**src/rtl/i2cee_pkg.sv**
```systemverilog
// Shared types and codes for the EEPROM random-access I2C master.
// Used by i2cee_cfg, i2cee_core and the top level; no dependencies.
package i2cee_pkg;

  // Request kinds carried in the input tuser field
  localparam logic [1:0] REQ_WRITE = 2'd1;
  localparam logic [1:0] REQ_READ  = 2'd2;

  // Byte slots of a transaction
  localparam logic [1:0] SLOT_DEV_W = 2'd0;
  localparam logic [1:0] SLOT_MEM   = 2'd1;
  localparam logic [1:0] SLOT_DATA  = 2'd2;
  localparam logic [1:0] SLOT_DEV_R = 2'd3;

  localparam logic [2:0] BIT_TOP = 3'd7;

  // Configuration register map
  localparam int unsigned CFG_ADDR_W = 3;
  localparam logic REG_ACK_WAIT    = 1'b0;
  localparam logic REG_WRITE_CYCLE = 1'b1;
  localparam logic [19:0] WRITE_CYCLE_RESET = 20'd10000;

  typedef enum logic [4:0] {
    PH_IDLE,
    PH_START,
    PH_TX_LOW,
    PH_TX_HIGH,
    PH_ACK_LOW,
    PH_ACK_HIGH,
    PH_RS_LOW,
    PH_RS_HIGH,
    PH_RS_START,
    PH_RX_LOW,
    PH_RX_HIGH,
    PH_NACK_LOW,
    PH_NACK_HIGH,
    PH_STOP_LOW,
    PH_STOP_HIGH,
    PH_STOP_REL,
    PH_WAIT
  } phase_t;

  typedef struct packed {
    logic [15:0] ack_wait_limit;
    logic [19:0] write_cycle_ticks;
  } cfg_t;

  typedef struct packed {
    logic [1:0] req_type;
    logic [6:0] dev_addr;
    logic [7:0] mem_addr;
    logic [7:0] wr_data;
    logic       sda_in;
  } item_t;

  typedef struct packed {
    logic       scl_level;
    logic       sda_pull_low;
    logic       busy_res;
    logic       done_res;
    logic [7:0] read_byte;
    logic       ack_missing;
  } result_t;

endpackage

```
**src/rtl/i2c_eeprom_random_access_master_top.sv**
```systemverilog
// Top level of the EEPROM random-access I2C master: stream ports, input and
// result registers around the phase sequencer. Depends on i2cee_pkg,
// i2cee_cfg and i2cee_core.
//
//  channel | ports                        | one transfer
//  --------+------------------------------+------------------------------------
//  in      | in_tvalid/tready/tdata/tuser | one bus phase or a command
//  out     | out_tvalid/tready/tdata      | line levels and status of a phase
//  cfg     | cfg_psel ... cfg_pready      | one register write or read
//
// Each item passes through the input register and the sequencer step logic into
// the result register, one item per clock sustained while out_tready keeps the
// result register draining. The input side takes a new transfer whenever the
// input register is empty or moves on in the same cycle, so a result left
// waiting on out_tready stalls at most one queued item. Synchronous active-low
// reset empties both registers and returns the bus to idle (SCL high, SDA
// released); configuration returns to a zero ack limit and 10000 wait ticks.
module i2c_eeprom_random_access_master_top (
  input  logic                             clk,
  input  logic                             rst_n,
  input  logic                             in_tvalid,
  output logic                             in_tready,
  // [6:0] dev_addr, [14:7] mem_addr, [22:15] wr_data, [23] sda_in
  input  logic [23:0]                      in_tdata,
  // [1:0] req_type
  input  logic [1:0]                       in_tuser,
  output logic                             out_tvalid,
  input  logic                             out_tready,
  // [0] scl_level, [1] sda_pull_low, [2] busy_res, [3] done_res,
  // [11:4] read_byte, [12] ack_missing, [15:13] zero
  output logic [15:0]                      out_tdata,
  input  logic                             cfg_psel,
  input  logic                             cfg_penable,
  input  logic                             cfg_pwrite,
  input  logic [i2cee_pkg::CFG_ADDR_W-1:0] cfg_paddr,
  input  logic [31:0]                      cfg_pwdata,
  output logic [31:0]                      cfg_prdata,
  output logic                             cfg_pready
);
  import i2cee_pkg::*;

  cfg_t    cfg;
  item_t   in_item_r;
  logic    in_v_r;
  result_t step_res;
  result_t out_res_r;
  logic    out_v_r;
  logic    advance;

  i2cee_cfg u_cfg (
    .clk     (clk),
    .rst_n   (rst_n),
    .psel    (cfg_psel),
    .penable (cfg_penable),
    .pwrite  (cfg_pwrite),
    .paddr   (cfg_paddr),
    .pwdata  (cfg_pwdata),
    .prdata  (cfg_prdata),
    .pready  (cfg_pready),
    .cfg     (cfg)
  );

  // Step the sequencer when an item is held and the result slot frees up
  assign advance   = in_v_r && (!out_v_r || out_tready);
  assign in_tready = !in_v_r || advance;

  always_ff @(posedge clk) begin
    if (!rst_n) begin
      in_v_r <= 1'b0;
    end else if (in_tready) begin
      in_v_r <= in_tvalid;
    end
  end

  // Unpack the transfer into the item register
  always_ff @(posedge clk) begin
    if (in_tvalid && in_tready) begin
      in_item_r.req_type <= in_tuser;
      in_item_r.dev_addr <= in_tdata[6:0];
      in_item_r.mem_addr <= in_tdata[14:7];
      in_item_r.wr_data  <= in_tdata[22:15];
      in_item_r.sda_in   <= in_tdata[23];
    end
  end

  i2cee_core u_core (
    .clk     (clk),
    .rst_n   (rst_n),
    .step_en (advance),
    .item    (in_item_r),
    .cfg     (cfg),
    .res     (step_res)
  );

  // Hold the result until the sink takes it
  always_ff @(posedge clk) begin
    if (!rst_n) begin
      out_v_r <= 1'b0;
    end else if (advance) begin
      out_v_r <= 1'b1;
    end else if (out_tready) begin
      out_v_r <= 1'b0;
    end
  end

  always_ff @(posedge clk) begin
    if (advance) out_res_r <= step_res;
  end

  assign out_tvalid = out_v_r;
  assign out_tdata  = {3'd0, out_res_r.ack_missing, out_res_r.read_byte,
                       out_res_r.done_res, out_res_r.busy_res,
                       out_res_r.sda_pull_low, out_res_r.scl_level};

endmodule

```
**src/rtl/i2cee_cfg.sv**
```systemverilog
// APB-style configuration registers: ack wait limit and write-cycle length.
// Depends on i2cee_pkg.
module i2cee_cfg (
  input  logic                              clk,
  input  logic                              rst_n,
  input  logic                              psel,
  input  logic                              penable,
  input  logic                              pwrite,
  input  logic [i2cee_pkg::CFG_ADDR_W-1:0]  paddr,
  input  logic [31:0]                       pwdata,
  output logic [31:0]                       prdata,
  output logic                              pready,
  output i2cee_pkg::cfg_t                   cfg
);
  import i2cee_pkg::*;

  logic [15:0] ack_wait_r;
  logic [19:0] write_cycle_r;
  logic        wr_en;
  logic        reg_sel;

  assign pready  = 1'b1;
  assign reg_sel = paddr[2];
  assign wr_en   = psel && penable && pwrite;

  always_ff @(posedge clk) begin
    if (!rst_n) begin
      ack_wait_r    <= '0;
      write_cycle_r <= WRITE_CYCLE_RESET;
    end else if (wr_en) begin
      case (reg_sel)
        REG_ACK_WAIT:    ack_wait_r    <= pwdata[15:0];
        REG_WRITE_CYCLE: write_cycle_r <= pwdata[19:0];
        default: ;
      endcase
    end
  end

  always_comb begin
    case (reg_sel)
      REG_ACK_WAIT:    prdata = {16'd0, ack_wait_r};
      REG_WRITE_CYCLE: prdata = {12'd0, write_cycle_r};
      default:         prdata = '0;
    endcase
  end

  assign cfg.ack_wait_limit    = ack_wait_r;
  assign cfg.write_cycle_ticks = write_cycle_r;

endmodule

```
**src/rtl/i2cee_core.sv**
```systemverilog
// Bus-phase sequencer: state registers and one-phase step logic per item.
// Depends on i2cee_pkg.
module i2cee_core (
  input  logic               clk,
  input  logic               rst_n,
  input  logic               step_en,
  input  i2cee_pkg::item_t   item,
  input  i2cee_pkg::cfg_t    cfg,
  output i2cee_pkg::result_t res
);
  import i2cee_pkg::*;

  phase_t      phase_r, phase_nxt;
  logic [1:0]  slot_r, slot_nxt;
  logic [2:0]  bit_cnt_r, bit_cnt_nxt;
  logic [7:0]  shift_r, shift_nxt;
  logic [7:0]  rcvd_r, rcvd_nxt;
  logic        is_read_r, is_read_nxt;
  logic [6:0]  dev_r, dev_nxt;
  logic [7:0]  mem_r, mem_nxt;
  logic [7:0]  data_r, data_nxt;
  logic [19:0] wait_r, wait_nxt;
  logic        fail_r, fail_nxt;

  logic        scl, pull, done;
  logic        tx_bit;
  logic [19:0] wait_inc;
  logic [19:0] wait_dec;
  logic [7:0]  rx_byte;

  always_ff @(posedge clk) begin
    if (!rst_n) begin
      phase_r   <= PH_IDLE;
      slot_r    <= SLOT_DEV_W;
      bit_cnt_r <= BIT_TOP;
      shift_r   <= '0;
      rcvd_r    <= '0;
      is_read_r <= 1'b0;
      dev_r     <= '0;
      mem_r     <= '0;
      data_r    <= '0;
      wait_r    <= '0;
      fail_r    <= 1'b0;
    end else if (step_en) begin
      phase_r   <= phase_nxt;
      slot_r    <= slot_nxt;
      bit_cnt_r <= bit_cnt_nxt;
      shift_r   <= shift_nxt;
      rcvd_r    <= rcvd_nxt;
      is_read_r <= is_read_nxt;
      dev_r     <= dev_nxt;
      mem_r     <= mem_nxt;
      data_r    <= data_nxt;
      wait_r    <= wait_nxt;
      fail_r    <= fail_nxt;
    end
  end

  assign tx_bit   = shift_r[bit_cnt_r];
  assign wait_inc = wait_r + 20'd1;
  assign wait_dec = (wait_r != 20'd0) ? wait_r - 20'd1 : wait_r;

  always_comb begin
    rx_byte = shift_r;
    rx_byte[bit_cnt_r] = item.sda_in;
  end

  always_comb begin
    phase_nxt   = phase_r;
    slot_nxt    = slot_r;
    bit_cnt_nxt = bit_cnt_r;
    shift_nxt   = shift_r;
    rcvd_nxt    = rcvd_r;
    is_read_nxt = is_read_r;
    dev_nxt     = dev_r;
    mem_nxt     = mem_r;
    data_nxt    = data_r;
    wait_nxt    = wait_r;
    fail_nxt    = fail_r;
    scl         = 1'b1;
    pull        = 1'b0;
    done        = 1'b0;

    case (phase_r)
      PH_IDLE: begin
        if (item.req_type == REQ_WRITE || item.req_type == REQ_READ) begin
          dev_nxt     = item.dev_addr;
          mem_nxt     = item.mem_addr;
          data_nxt    = item.wr_data;
          is_read_nxt = (item.req_type == REQ_READ);
          fail_nxt    = 1'b0;
          wait_nxt    = '0;
          phase_nxt   = PH_START;
        end
      end
      PH_START: begin
        pull        = 1'b1;
        slot_nxt    = SLOT_DEV_W;
        shift_nxt   = {dev_r, 1'b0};
        bit_cnt_nxt = BIT_TOP;
        wait_nxt    = '0;
        phase_nxt   = PH_TX_LOW;
      end
      PH_TX_LOW: begin
        scl       = 1'b0;
        pull      = ~tx_bit;
        phase_nxt = PH_TX_HIGH;
      end
      PH_TX_HIGH: begin
        pull = ~tx_bit;
        if (bit_cnt_r == 3'd0) begin
          phase_nxt = PH_ACK_LOW;
        end else begin
          bit_cnt_nxt = bit_cnt_r - 3'd1;
          phase_nxt   = PH_TX_LOW;
        end
      end
      PH_ACK_LOW: begin
        scl       = 1'b0;
        phase_nxt = PH_ACK_HIGH;
      end
      PH_ACK_HIGH: begin
        if (!item.sda_in) begin
          wait_nxt = '0;
          case (slot_r)
            SLOT_DEV_W: begin
              slot_nxt    = SLOT_MEM;
              shift_nxt   = mem_r;
              bit_cnt_nxt = BIT_TOP;
              phase_nxt   = PH_TX_LOW;
            end
            SLOT_MEM: begin
              if (is_read_r) begin
                phase_nxt = PH_RS_LOW;
              end else begin
                slot_nxt    = SLOT_DATA;
                shift_nxt   = data_r;
                bit_cnt_nxt = BIT_TOP;
                phase_nxt   = PH_TX_LOW;
              end
            end
            SLOT_DATA: phase_nxt = PH_STOP_LOW;
            default: begin
              bit_cnt_nxt = BIT_TOP;
              shift_nxt   = '0;
              phase_nxt   = PH_RX_LOW;
            end
          endcase
        end else if (cfg.ack_wait_limit != 16'd0) begin
          // Count ticks with SDA still high; give up at the limit
          if (wait_inc >= {4'd0, cfg.ack_wait_limit}) begin
            fail_nxt  = 1'b1;
            wait_nxt  = '0;
            phase_nxt = PH_STOP_LOW;
          end else begin
            wait_nxt = wait_inc;
          end
        end
      end
      PH_RS_LOW: begin
        scl       = 1'b0;
        phase_nxt = PH_RS_HIGH;
      end
      PH_RS_HIGH: phase_nxt = PH_RS_START;
      PH_RS_START: begin
        pull        = 1'b1;
        slot_nxt    = SLOT_DEV_R;
        shift_nxt   = {dev_r, 1'b1};
        bit_cnt_nxt = BIT_TOP;
        wait_nxt    = '0;
        phase_nxt   = PH_TX_LOW;
      end
      PH_RX_LOW: begin
        scl       = 1'b0;
        phase_nxt = PH_RX_HIGH;
      end
      PH_RX_HIGH: begin
        shift_nxt = rx_byte;
        if (bit_cnt_r == 3'd0) begin
          rcvd_nxt  = rx_byte;
          phase_nxt = PH_NACK_LOW;
        end else begin
          bit_cnt_nxt = bit_cnt_r - 3'd1;
          phase_nxt   = PH_RX_LOW;
        end
      end
      PH_NACK_LOW: begin
        scl       = 1'b0;
        phase_nxt = PH_NACK_HIGH;
      end
      PH_NACK_HIGH: phase_nxt = PH_STOP_LOW;
      PH_STOP_LOW: begin
        scl       = 1'b0;
        pull      = 1'b1;
        phase_nxt = PH_STOP_HIGH;
      end
      PH_STOP_HIGH: begin
        pull      = 1'b1;
        phase_nxt = PH_STOP_REL;
      end
      PH_STOP_REL: begin
        done = 1'b1;
        if (!is_read_r && !fail_r && cfg.write_cycle_ticks != 20'd0) begin
          wait_nxt  = cfg.write_cycle_ticks;
          phase_nxt = PH_WAIT;
        end else begin
          wait_nxt  = '0;
          phase_nxt = PH_IDLE;
        end
      end
      PH_WAIT: begin
        wait_nxt = wait_dec;
        if (wait_dec == 20'd0) phase_nxt = PH_IDLE;
      end
      default: phase_nxt = PH_IDLE;
    endcase
  end

  assign res.scl_level    = scl;
  assign res.sda_pull_low = pull;
  assign res.busy_res     = (phase_nxt != PH_IDLE);
  assign res.done_res     = done;
  assign res.read_byte    = rcvd_nxt;
  assign res.ack_missing  = fail_nxt;

endmodule
```
**config.mk**
```make
export PLATFORM = sky130hd
export DESIGN_NAME = i2c_eeprom_random_access_master_top
export DESIGN_NICKNAME = d
export VERILOG_FILES = /design/src/rtl/i2cee_pkg.sv /design/src/rtl/i2c_eeprom_random_access_master_top.sv /design/src/rtl/i2cee_cfg.sv /design/src/rtl/i2cee_core.sv
export SDC_FILE = /design/constraint.sdc
export NUM_CORES = 1
export LEC_CHECK = 0
export BUFFER_PORTS_ARGS = -buffer_cell sky130_fd_sc_hd__buf_4
export CELL_PAD_IN_SITES_DETAIL_PLACEMENT = 0
export CELL_PAD_IN_SITES_GLOBAL_PLACEMENT = 1
export CORE_MARGIN = 4
export CORE_UTILIZATION = 39
export DETAILED_ROUTE_END_ITERATION = 6
export GPL_ROUTABILITY_DRIVEN = 0
export HOLD_SLACK_MARGIN = 0.02
export PLACE_DENSITY = 0.81
export SYNTH_ARGS = -nofsm -noshare
export SYNTH_HDL_FRONTEND = slang
export SYNTH_SLANG_ARGS = --single-unit
```
**constraint.sdc**
```tcl
create_clock -name clk -period 3 [get_ports clk]
set_input_delay 0.75 -clock clk [delete_from_list [all_inputs] [get_ports clk]]
set_output_delay 0.75 -clock clk [all_outputs]
set_load 0.05 [all_outputs]
```
==> flow_summary.json <==
{
  "grt_pass1_wl_mm": 37.36,
  "placed_area_um2": 9128,
  "die_area_um2": 23310,
  "coreArea_um2": 20430,
  "worstHoldStart": "u_core.dev_r[5]$_SDFFE_PN0P_",
  "detailedPlacementHpwl_mm": 16.37,
  "drcViolationCount": 0,
  "clock_latency_ns": 0.43,
  "hold_depth": 2,
  "crit_fanout": 10,
  "leakage_nw": 3.853,
  "min_to": "u_core.dev_r[5]$_SDFFE_PN0P_",
  "start_util_pct": 39.96,
  "synth_area_leaders": "dfxtp_1 (27%), edfxtp_1 (14%), nand2_1 (9.3%)",
  "tightest_slew_ns": 1.117,
  "min_period_over_period_pct": 96.37,
  "p_seq_share_pct": 43.7,
  "clk_pin_slew_worst_paths_ns": 0.07,
  "num_rows": 52,
  "timing.fmax_mhz": 345.9,
  "syn_area_um2": 8164,
  "p_switching_mw": 1.386,
  "nets": 1180,
  "intPower_mw": 3.571,
  "grt_usage_pct": 19.48,
  "rr_startpoint": "u_core.wait_r[0]$_SDFFE_PN0P_",
  "switching_share_pct": 27.96,
  "max_slew_margin_pct": 25.54,
  "cts_made_buffers": 17,
  "p_per_area_nw_per_um2": 499.7,
  "drv_cap": 0,
  "final_core_util_pct": 48.55,
  "drt_iter0_drc": 783,
  "ys_async_sr_fraction_pct": 0,
  "cp_data_arrival_time_ns": 3.24,
  "htreeDepth": 4,
  "reg2reg_to": "u_core.wait_r[8]$_SDFFE_PN0P_",
  "ctsLongestPathBuffers": 2,
  "cts.hold.buffers_added": 0,
  "worst_slack_ns": 0.1088,
  "grt_overflow": 0,
  "cts_tree": "done",
  "ff2ff_setup_slack_ns": 0.11,
  "status": "finished clean",
  "routed_via_density": 5.393,
  "diodes": 0,
  "grt_start_max_net_pins": 76,
  "io_buffers": 88,
  "hold_violations": 0,
  "cp.required_ns": 3.34,
  "reg2reg_depth": 13,
  "wl_mm": 22.94,
  "drtAntennaViolNets": 0,
  "syn_inst": 1005,
  "top_usage_layer": "met1",
  "synthDistinctLibCells": 79,
  "pwr-share-comb_pct": 10.5,
  "rsz0062_at_grt": "yes",
  "endpoint_kind": "flip-flop",
  "syn_avg_cell_area_um2": 8.123,
  "setup_viol": 0,
  "irDropWorstVdd_uv": 396.9,
  "ys_seq_area_share_pct": 41.07,
  "clock_sinks": 148,
  "hp-class": "reg -> reg",
  "grt_util_met1_pct": 30.37,
  "antenna_found_initial": 0,
  "synth-edff-count": 39,
  "pre_cts_slack_ns": -0.1670,
  "synth-seq-cells": 148,
  "io_pins": 119,
  "drive_gt1_share_pct": 20.49,
  "die_x_um": 152.7,
  "synth_top_area_cell": "dfxtp_1",
  "vias": 7404,
  "min_period_ns": 2.891,
  "synth_ff_type": "dfxtp_1",
  "fin_area_um2": 9918,
  "synthToLayoutAreaGrowth_pct": 21.49,
  "yosys.area.top_type_share_pct": 26.73,
  "use_met3_pct": 3.976,
  "ys_warn_count": 0,
  "use_met2_pct": 27.27,
  "wl_per_cell_um": 16.71,
  "dr.pass1.iters": 6,
  "timing.final.max_slew_violations": 0,
  "criticalPathCategory": "reg -> reg",
  "dieHeight_um": 152.7,
  "root_buffer": "clkbuf_16",
  "first_global_vias": 6741,
  "clock-skew-final_ns": 0.007862,
  "clkPwrFrac_pct": 45.8,
  "start_kind": "flip-flop"
}
==> routing by layer <==
layer	vias to the layer above	wire length, um	part of all wire, %
li1	3697	-	-
met3	21	1571	6.8
met5	-	0	0
met2	272	9690	42
met1	3414	11410	50
met4	0	274	1.2
==> synthesized netlist by cell type (7+ instances only) <==
cell      number
a21oi_1      100
nand3_1       33
mux2i_1       14
nand4_1       13
a222oi_1       9
buf_2         17
and2_1         8
nor2_1        61
buf_4         19
edfxtp_1      39
nand2b_1       7
nand2_1      203
a31oi_1        9
a221oi_1      12
xor2_1        10
ha_1          22
o21ai_0       70
inv_1         36
nor3_1        22
clkbuf_1      39
nor4_1        14
o211ai_1       7
dfxtp_1      109
xnor2_1       17
a211oi_1       9
==> layout make-up <==
| type | instances | area [um2] |
|---|---|---|
| clock buffer | 17 | 425.4 |
| fill | 2010 | 10510 |
| timing repair buffer | 140 | 1062 |
| sequential | 148 | 3364 |
| clock inverter | 15 | 209.0 |
| multi-input combinational | 746 | 4380 |
| tap | 270 | 337.8 |
| inverter | 37 | 138.9 |
==> kinds of logic (layout without fill, tap and decap cells) <==
family | count (synthesis) | count (layout) | share of synthesized area [%]
AOI/OAI and AO/OA | 259 | 259 | 19.53
other | 2 | 16 | 0.09199
buffers and inverters | 125 | 209 | 7.448
DFF | 148 | 148 | 41.07
and+or+nand+nor | 406 | 406 | 23.54
muxes | 15 | 15 | 1.854
adders and majority gates | 22 | 22 | 3.372
xor gates and xnor gates | 28 | 28 | 3.096
==> worst max-delay path by stage <==
stage,start,end,slack [ns],depth (start not counted)
2_1_floorplan,u_core.wait_r[2]$_SDFFE_PN0P_,u_core.wait_r[8]$_SDFFE_PN0P_,0.008,15
3_3_place_gp,u_core.wait_r[0]$_SDFFE_PN0P_,u_core.wait_r[8]$_SDFFE_PN0P_,-0.09,13
5_1_grt,u_core.wait_r[9]$_SDFFE_PN0P_,u_core.wait_r[2]$_SDFFE_PN0P_,-0.07,13
3_5_place_dp,u_core.wait_r[0]$_SDFFE_PN0P_,u_core.wait_r[1]$_SDFFE_PN0P_,-0.17,13
4_1_cts,u_core.wait_r[4]$_SDFFE_PN0P_,u_core.wait_r[8]$_SDFFE_PN0P_,0.007,14
6_report,u_core.wait_r[0]$_SDFFE_PN0P_,u_core.wait_r[8]$_SDFFE_PN0P_,0.11,13
==> what timing repair did <==
action / 4_1_cts / 5_1_grt
pin swaps: 11 / 15
buffers inserted: 4 / 2
gates cloned: 1 / 0
gates resized for setup: 20 / 21
endpoints found under the setup margin: 19 / 20
==> per-stage QoR <==
step,instances,TNS [ns],total power [mW],hold WS [ns]
3_3_place_gp,1336,-0.8904,2.717,0.4420
3_5_place_dp,1336,-2.132,2.722,0.4471
4_1_cts,1373,0,4.977,0.4573
6_report,1373,0,4.956,0.4570
5_1_grt,1373,-0.7059,5.128,0.4757
2_1_floorplan,1019,0,2.557,0.4360
==> critical path: stages, from the launching register on <==
cell and delay [ns]:
dfxtp_2 0.35, inv_2 0.05, nor3_4 0.23, and3_1 0.23, xor2_2 0.17, ha_1 0.26, and2_1 0.18, a221oi_2 0.27
o21ai_2 0.12, a211o_1 0.32, nor3_4 0.17, buf_6 0.19, a31oi_1 0.10, o22ai_1 0.17
==> power by group through the flow <==
| stage | Clock [mW] | Combinational (mW) | Sequential (mW) |
|---|---|---|---|
| after detailed placement | 0 | 0.512 | 2.21 |
| final | 2.27 | 0.518 | 2.17 |
| after CTS | 2.29 | 0.518 | 2.17 |
| after global placement | 0 | 0.507 | 2.21 |
| after global routing | 2.39 | 0.566 | 2.17 |
| after floorplan | 0 | 0.345 | 2.21 |
==> cells in the final DEF (no fill, tap or decap), types with 18 or more instances in the layout <==
cell type and instances:
nor2_1 59, ha_1 22, o21ai_0 65, buf_4 137
nand2_1 202, nand3_1 32, edfxtp_1 39, nor3_1 18
inv_1 33, dfxtp_1 102, a21oi_1 99
==> state kept, by name, summed over array words and instances, names as in the netlist <==
register,count
u_cfg.ack_wait_r,16
u_core.data_r,8
in_item_r,26
u_core.phase_r,5
u_core.bit_cnt_r,3
u_core.dev_r,7
u_core.fail_r,1
u_core.shift_r,8
u_core.is_read_r,1
u_core.rcvd_r,8
out_tvalid,1
in_v_r,1
u_cfg.write_cycle_r,20
u_core.wait_r,20
out_tdata,13
u_core.mem_r,8
u_core.slot_r,2
Note: power is estimated with default switching activity, not from simulation.
